## config.mk

```make
export PLATFORM = sky130hd
export DESIGN_NAME = lag_ctrl
export DESIGN_NICKNAME = d
export VERILOG_FILES = /design/src/hw/rtl/lag_pkg.sv /design/src/hw/rtl/lag_ctrl.sv
export SDC_FILE = /design/constraint.sdc
export NUM_CORES = 1
export LEC_CHECK = 0
export BUFFER_PORTS_ARGS = -buffer_cell sky130_fd_sc_hd__buf_4
export CORE_UTILIZATION = 45
export CTS_CLUSTER_SIZE = 28
export DETAILED_ROUTE_END_ITERATION = 12
export PLACE_DENSITY = 0.72
export SYNTH_ARGS = -nofsm -noshare
export SYNTH_HDL_FRONTEND = slang
export SYNTH_SLANG_ARGS = --single-unit
export TNS_END_PERCENT = 100
```

## constraint.sdc

```tcl
create_clock -name clk -period 4.5 [get_ports clk]
set_input_delay 0.225 -clock clk [delete_from_list [all_inputs] [get_ports clk]]
set_output_delay 0.225 -clock clk [all_outputs]
set_load 0.02 [all_outputs]
```

## src/hw/rtl/lag_pkg.sv

```systemverilog
package lag_pkg;

  localparam int GRID_MAX_DEF    = 64;  // default side length of the cell store
  localparam int GRID_RESET_SIZE = 64;  // active width and height after reset
  localparam int CFG_W           = 7;   // width of a size register
  localparam int CFG_IDX_W       = 1;   // width of a register index
  localparam int OP_W            = 2;
  localparam int COORD_W         = 6;
  localparam int NB_W            = 4;   // holds a neighbour count of 0..8

  localparam logic [CFG_IDX_W-1:0] REG_WIDTH  = 1'b0;
  localparam logic [CFG_IDX_W-1:0] REG_HEIGHT = 1'b1;

  localparam logic [NB_W-1:0] BIRTH_COUNT   = 4'd3;
  localparam logic [NB_W-1:0] SURVIVE_COUNT = 4'd2;

  typedef enum logic [OP_W-1:0] {
    OP_WRITE   = 2'd0,
    OP_READ    = 2'd1,
    OP_ADVANCE = 2'd2,
    OP_CLEAR   = 2'd3
  } op_t;

  typedef enum logic [2:0] {
    ST_IDLE,
    ST_ISSUE,
    ST_ADV,
    ST_SWEEP,
    ST_DRAIN
  } state_t;

  // What the datapath does with the row read in the previous cycle
  typedef enum logic [2:0] {
    K_CELL_WR,
    K_CELL_RD,
    K_ADV,
    K_SWEEP,
    K_CLEAR
  } kind_t;

  typedef struct packed {
    logic  capture;  // latch the input fields
    logic  rd;       // read a row this cycle
    kind_t kind;
    logic  last;     // last row of the transaction: emit the result
  } cmd_t;

  typedef struct packed {
    logic [CFG_W-1:0] height;
  } status_t;

endpackage

```

## src/hw/rtl/lag_ctrl.sv

```systemverilog
module lag_ctrl #(
  parameter int GRID_MAX = lag_pkg::GRID_MAX_DEF
) (
  input  logic                          clk,
  input  logic                          rst_n,
  input  logic                          start,
  input  logic [lag_pkg::OP_W-1:0]      in_op,
  input  logic                          cfg_we,
  input  lag_pkg::status_t              sts,
  output logic                          busy,
  output lag_pkg::cmd_t                 cmd,
  output logic [$clog2(GRID_MAX+1)-1:0] cmd_row
);
  import lag_pkg::*;

  localparam int CNT_W = $clog2(GRID_MAX+1);

  state_t           state_r, state_nxt;
  op_t              op_r, op_nxt;
  logic [CNT_W-1:0] cnt_r, cnt_nxt;
  logic             adv_end, sweep_end;

  assign adv_end   = int'(cnt_r) == int'(sts.height);
  assign sweep_end = int'(cnt_r) == GRID_MAX - 1;

  always_comb begin
    state_nxt = state_r;
    op_nxt    = op_r;
    cnt_nxt   = cnt_r;
    if (cfg_we) begin
      state_nxt = ST_SWEEP;
      cnt_nxt   = '0;
    end else begin
      unique case (state_r)
        ST_IDLE: begin
          if (start) begin
            op_nxt    = op_t'(in_op);
            cnt_nxt   = '0;
            state_nxt = (op_t'(in_op) == OP_ADVANCE) ? ST_ADV : ST_ISSUE;
          end
        end
        ST_ISSUE: state_nxt = ST_DRAIN;
        ST_ADV: begin
          if (adv_end) begin
            state_nxt = ST_DRAIN;
          end else begin
            cnt_nxt = cnt_r + CNT_W'(1);
          end
        end
        ST_SWEEP: begin
          if (sweep_end) begin
            state_nxt = ST_DRAIN;
          end else begin
            cnt_nxt = cnt_r + CNT_W'(1);
          end
        end
        ST_DRAIN: state_nxt = ST_IDLE;
        default:  state_nxt = ST_IDLE;
      endcase
    end
  end

  always_comb begin
    cmd         = '0;
    cmd.kind    = K_CELL_RD;
    unique case (state_r)
      ST_IDLE: cmd.capture = start;
      ST_ISSUE: begin
        cmd.rd   = 1'b1;
        cmd.last = 1'b1;
        unique case (op_r)
          OP_WRITE:   cmd.kind = K_CELL_WR;
          OP_READ:    cmd.kind = K_CELL_RD;
          OP_ADVANCE: cmd.kind = K_ADV;
          OP_CLEAR:   cmd.kind = K_CLEAR;
        endcase
      end
      ST_ADV: begin
        cmd.rd   = 1'b1;
        cmd.kind = K_ADV;
        cmd.last = adv_end;
      end
      ST_SWEEP: begin
        cmd.rd   = 1'b1;
        cmd.kind = K_SWEEP;
      end
      default: ;
    endcase
  end

  assign cmd_row = cnt_r;
  assign busy    = state_r != ST_IDLE;

  always_ff @(posedge clk) begin
    if (!rst_n) begin
      state_r <= ST_IDLE;
      op_r    <= OP_WRITE;
      cnt_r   <= '0;
    end else begin
      state_r <= state_nxt;
      op_r    <= op_nxt;
      cnt_r   <= cnt_nxt;
    end
  end

endmodule

```

==> impl_metrics.py <==
metrics = {
    "run_status": {
        "outcome": "finished clean",
    },
    "timing": {
        "setup_viol_count_final": 0,
        "rsz0062_at_grt": "false",
        "period_share": 0.477,
        "fin_ws_ns": 2.35,
        "setup_tns_ns": 0,
        "slew_violations": 0,
        "finClkSkew_ns": 0.00982,
        "final-hold-violation-count": 0,
        "slew_headroom": 0.743,
        "min_period_ns": 2.15,
        "worst_slew_pin_slew_ns": 0.384,
        "max_freq_mhz": 466,
    },
    "hold_path": {
        "hp-class": "in -> reg",
        "whs_path_depth": 3,
        "min_from": "in_op[1]",
    },
    "drt": {
        "wl_mm": 1.90,
        "route.detailed.drc": 0,
        "dr.first_iter.drc_count": 19,
        "drtPass1Iterations": 4,
        "antenna_left": 0,
        "wl_met3_um": 89,
        "wl_met1_um": 920,
        "wl_per_cell_um": 12.6,
        "topRoutingLayerUsed": "met4",
        "vias_per_cell": 5.46,
        "vias": 825,
        "dr_wl_met2_um": 861,
    },
    "die": {
        "ios": 27,
        "initial_core_util": 0.508,
        "die_w_um": 44.4,
        "placeableCoreArea_um2": 1590,
        "fp.dieArea_um2": 1970,
        "die_h_um": 44.4,
        "rows": 14,
    },
    "setup_path": {
        "critPathCaptureType": "primary output",
        "worst_ep_required_time_ns": 4.28,
        "critPathKind": "reg -> out",
        "path_max_fanout": 9,
        "critPathArrivalTime_ns": 1.92,
        "ff2ff_path_depth": 5,
        "startpoint": "cmd_row[2]",
        "reg2reg_from": "cmd_row[2]",
        "startpoint_type": "register",
    },
    "finish": {
        "layoutNonFillerInstCount": 151,
        "area_growth_pct": 27.7,
        "layout.nets": 143,
        "final_layout_size_suffix_gt1_frac": 0.307,
        "design_area_um2": 1030,
        "final.fill_count": 149,
        "n_antenna_cell": 0,
    },
    "synthesis": {
        "synthesis.nets": 115,
        "synth_ff_type": "dfxtp_1",
        "synth_async_sr_flop_share": 0,
        "synth.area.top_cells": "dfxtp_1 (30%), xor2_1 (7.6%), nor2_1 (6.0%), nand3_1 (4.3%), a21oi_1 (3.7%)",
        "synth_top_cell_by_area": "dfxtp_1",
        "yosysTopAreaCellShare": 0.297,
        "yosys_warnings": 0,
        "synth_area_per_cell_um2": 8.02,
        "netlist_area_um2": 810,
        "yosys-top-cells-count": "nor2_1 (13), dfxtp_1 (12), inv_1 (8)",
        "synthCells": 101,
        "ys_types": 40,
        "yosysMostFrequentCell": "nor2_1",
        "ys_seq_area_frac": 0.297,
        "ys_seq_elements": 12,
        "synth-edff-count": 0,
    },
    "grt": {
        "grt.total_usage": 0.201,
        "grt_pass1_vias": 661,
        "overflow": 0,
        "grt_pass1_wl_mm": 2.90,
        "antenna_found_initial": 0,
        "grt_max_degree": 14,
    },
    "place": {
        "dp.cells": 148,
        "hpwlAfterDp_mm": 1.44,
        "post-place-ws_ns": 2.62,
        "numPortBuffers": 26,
        "place_congestion": 0.857,
        "placed_area_um2": 1010,
    },
    "pwr": {
        "p_leak_nw": 0.445,
        "p_total_uw": 241,
        "ir_worst_vdd_mv": 0.195,
        "p_per_area_nw_per_um2": 233,
    },
    "clocking": {
        "h-tree-depth": 1,
        "clk_latency_ns": 0.27,
        "clk_pin_slew_ns": 0.08,
        "cts_tree": "built",
        "clock-sinks": 12,
        "cts_inserted_buffers": 3,
        "clock_path_buffers": 2,
        "cts.repair.resized": 0,
        "root_buffer": "clkbuf_4",
        "post_cts_buffers": 0,
        "ctsHoldBuffers": 0,
    },
    "job": {
        "timing.max_cap.violations": 0,
    },
}
[cell usage in the layout (no fill, tap or decap), types with 2 or more instances in the layout]
cell,instances
buf_4,26
nor2_1,13
mux2i_1,3
nand2b_1,2
nor3_2,2
nand2_1,6
inv_1,8
dfxtp_1,12
o211ai_1,2
clkbuf_4,3
a31oi_1,2
xor2_1,7
o21ai_0,3
nor2b_1,2
a21oi_1,6
nand3_1,7
[sequential cells by signal, indices dropped and copies added (netlist names)]
register,flops
cmd_row,7
op_r,2
state_r,3
[stage by stage]
stage,hold slack [ns],util
4_1_cts,0.211,0.648
6_report,0.209,0.648
5_1_grt,0.232,0.648
2_1_floorplan,0.372,-
3_3_place_gp,0.478,0.634
3_5_place_dp,0.490,0.634
[kinds of logic (layout without fill, tap and decap cells)]
family / Yosys count / count (layout) / synth area share
DFF: 12 / 12 / 0.297
and+or+nand+nor: 44 / 44 / 0.304
xor gates and xnor gates: 7 / 7 / 0.0757
buffers and inverters: 11 / 37 / 0.0665
AOI/OAI and AO/OA: 22 / 22 / 0.190
muxes: 4 / 4 / 0.0510
adders and majority gates: 1 / 1 / 0.0155
[worst max-delay path: stages, from the launching register on]
cell     delay, ns
dfxtp_1       0.52
xor2_1        0.12
nor3_1        0.33
nand3_1       0.14
mux2_2        0.29
nor2_1        0.10
buf_4         0.15
[path summary, 6_finish.rpt]
| check | endpoint | slack [ns] |
|---|---|---|
| min | op_r[1] | 0.21 |
| max | cmd[0] | 2.35 |
| max reg2reg | cmd_row[1] | 2.80 |
| min reg2reg | op_r[1] | 0.55 |
[routing by layer]
layer	track usage	vias to the layer above
met3	0.0408	4
li1	-	416
met4	0.0848	0
met1	0.286	377
met5	0	-
met2	0.294	28
[power by group]
part           switching (mW)  internal (mW)
Clock                  0.0347         0.0309
Combinational          0.0316         0.0284
Sequential            0.00584          0.109
Total                  0.0722          0.168
[layout make-up]
type / instances / area [um2] / share of cell area
flip-flops and latches: 12 / 240 / 0.232
well taps: 24 / 30.0 / 0.0291
multi-input cells: 78 / 515 / 0.499
clock buffers: 3 / 22.5 / 0.0218
inverters: 8 / 30.0 / 0.0291
repair buffers: 26 / 195 / 0.189
No activity file was read; power rests on OpenSTA's default activity.
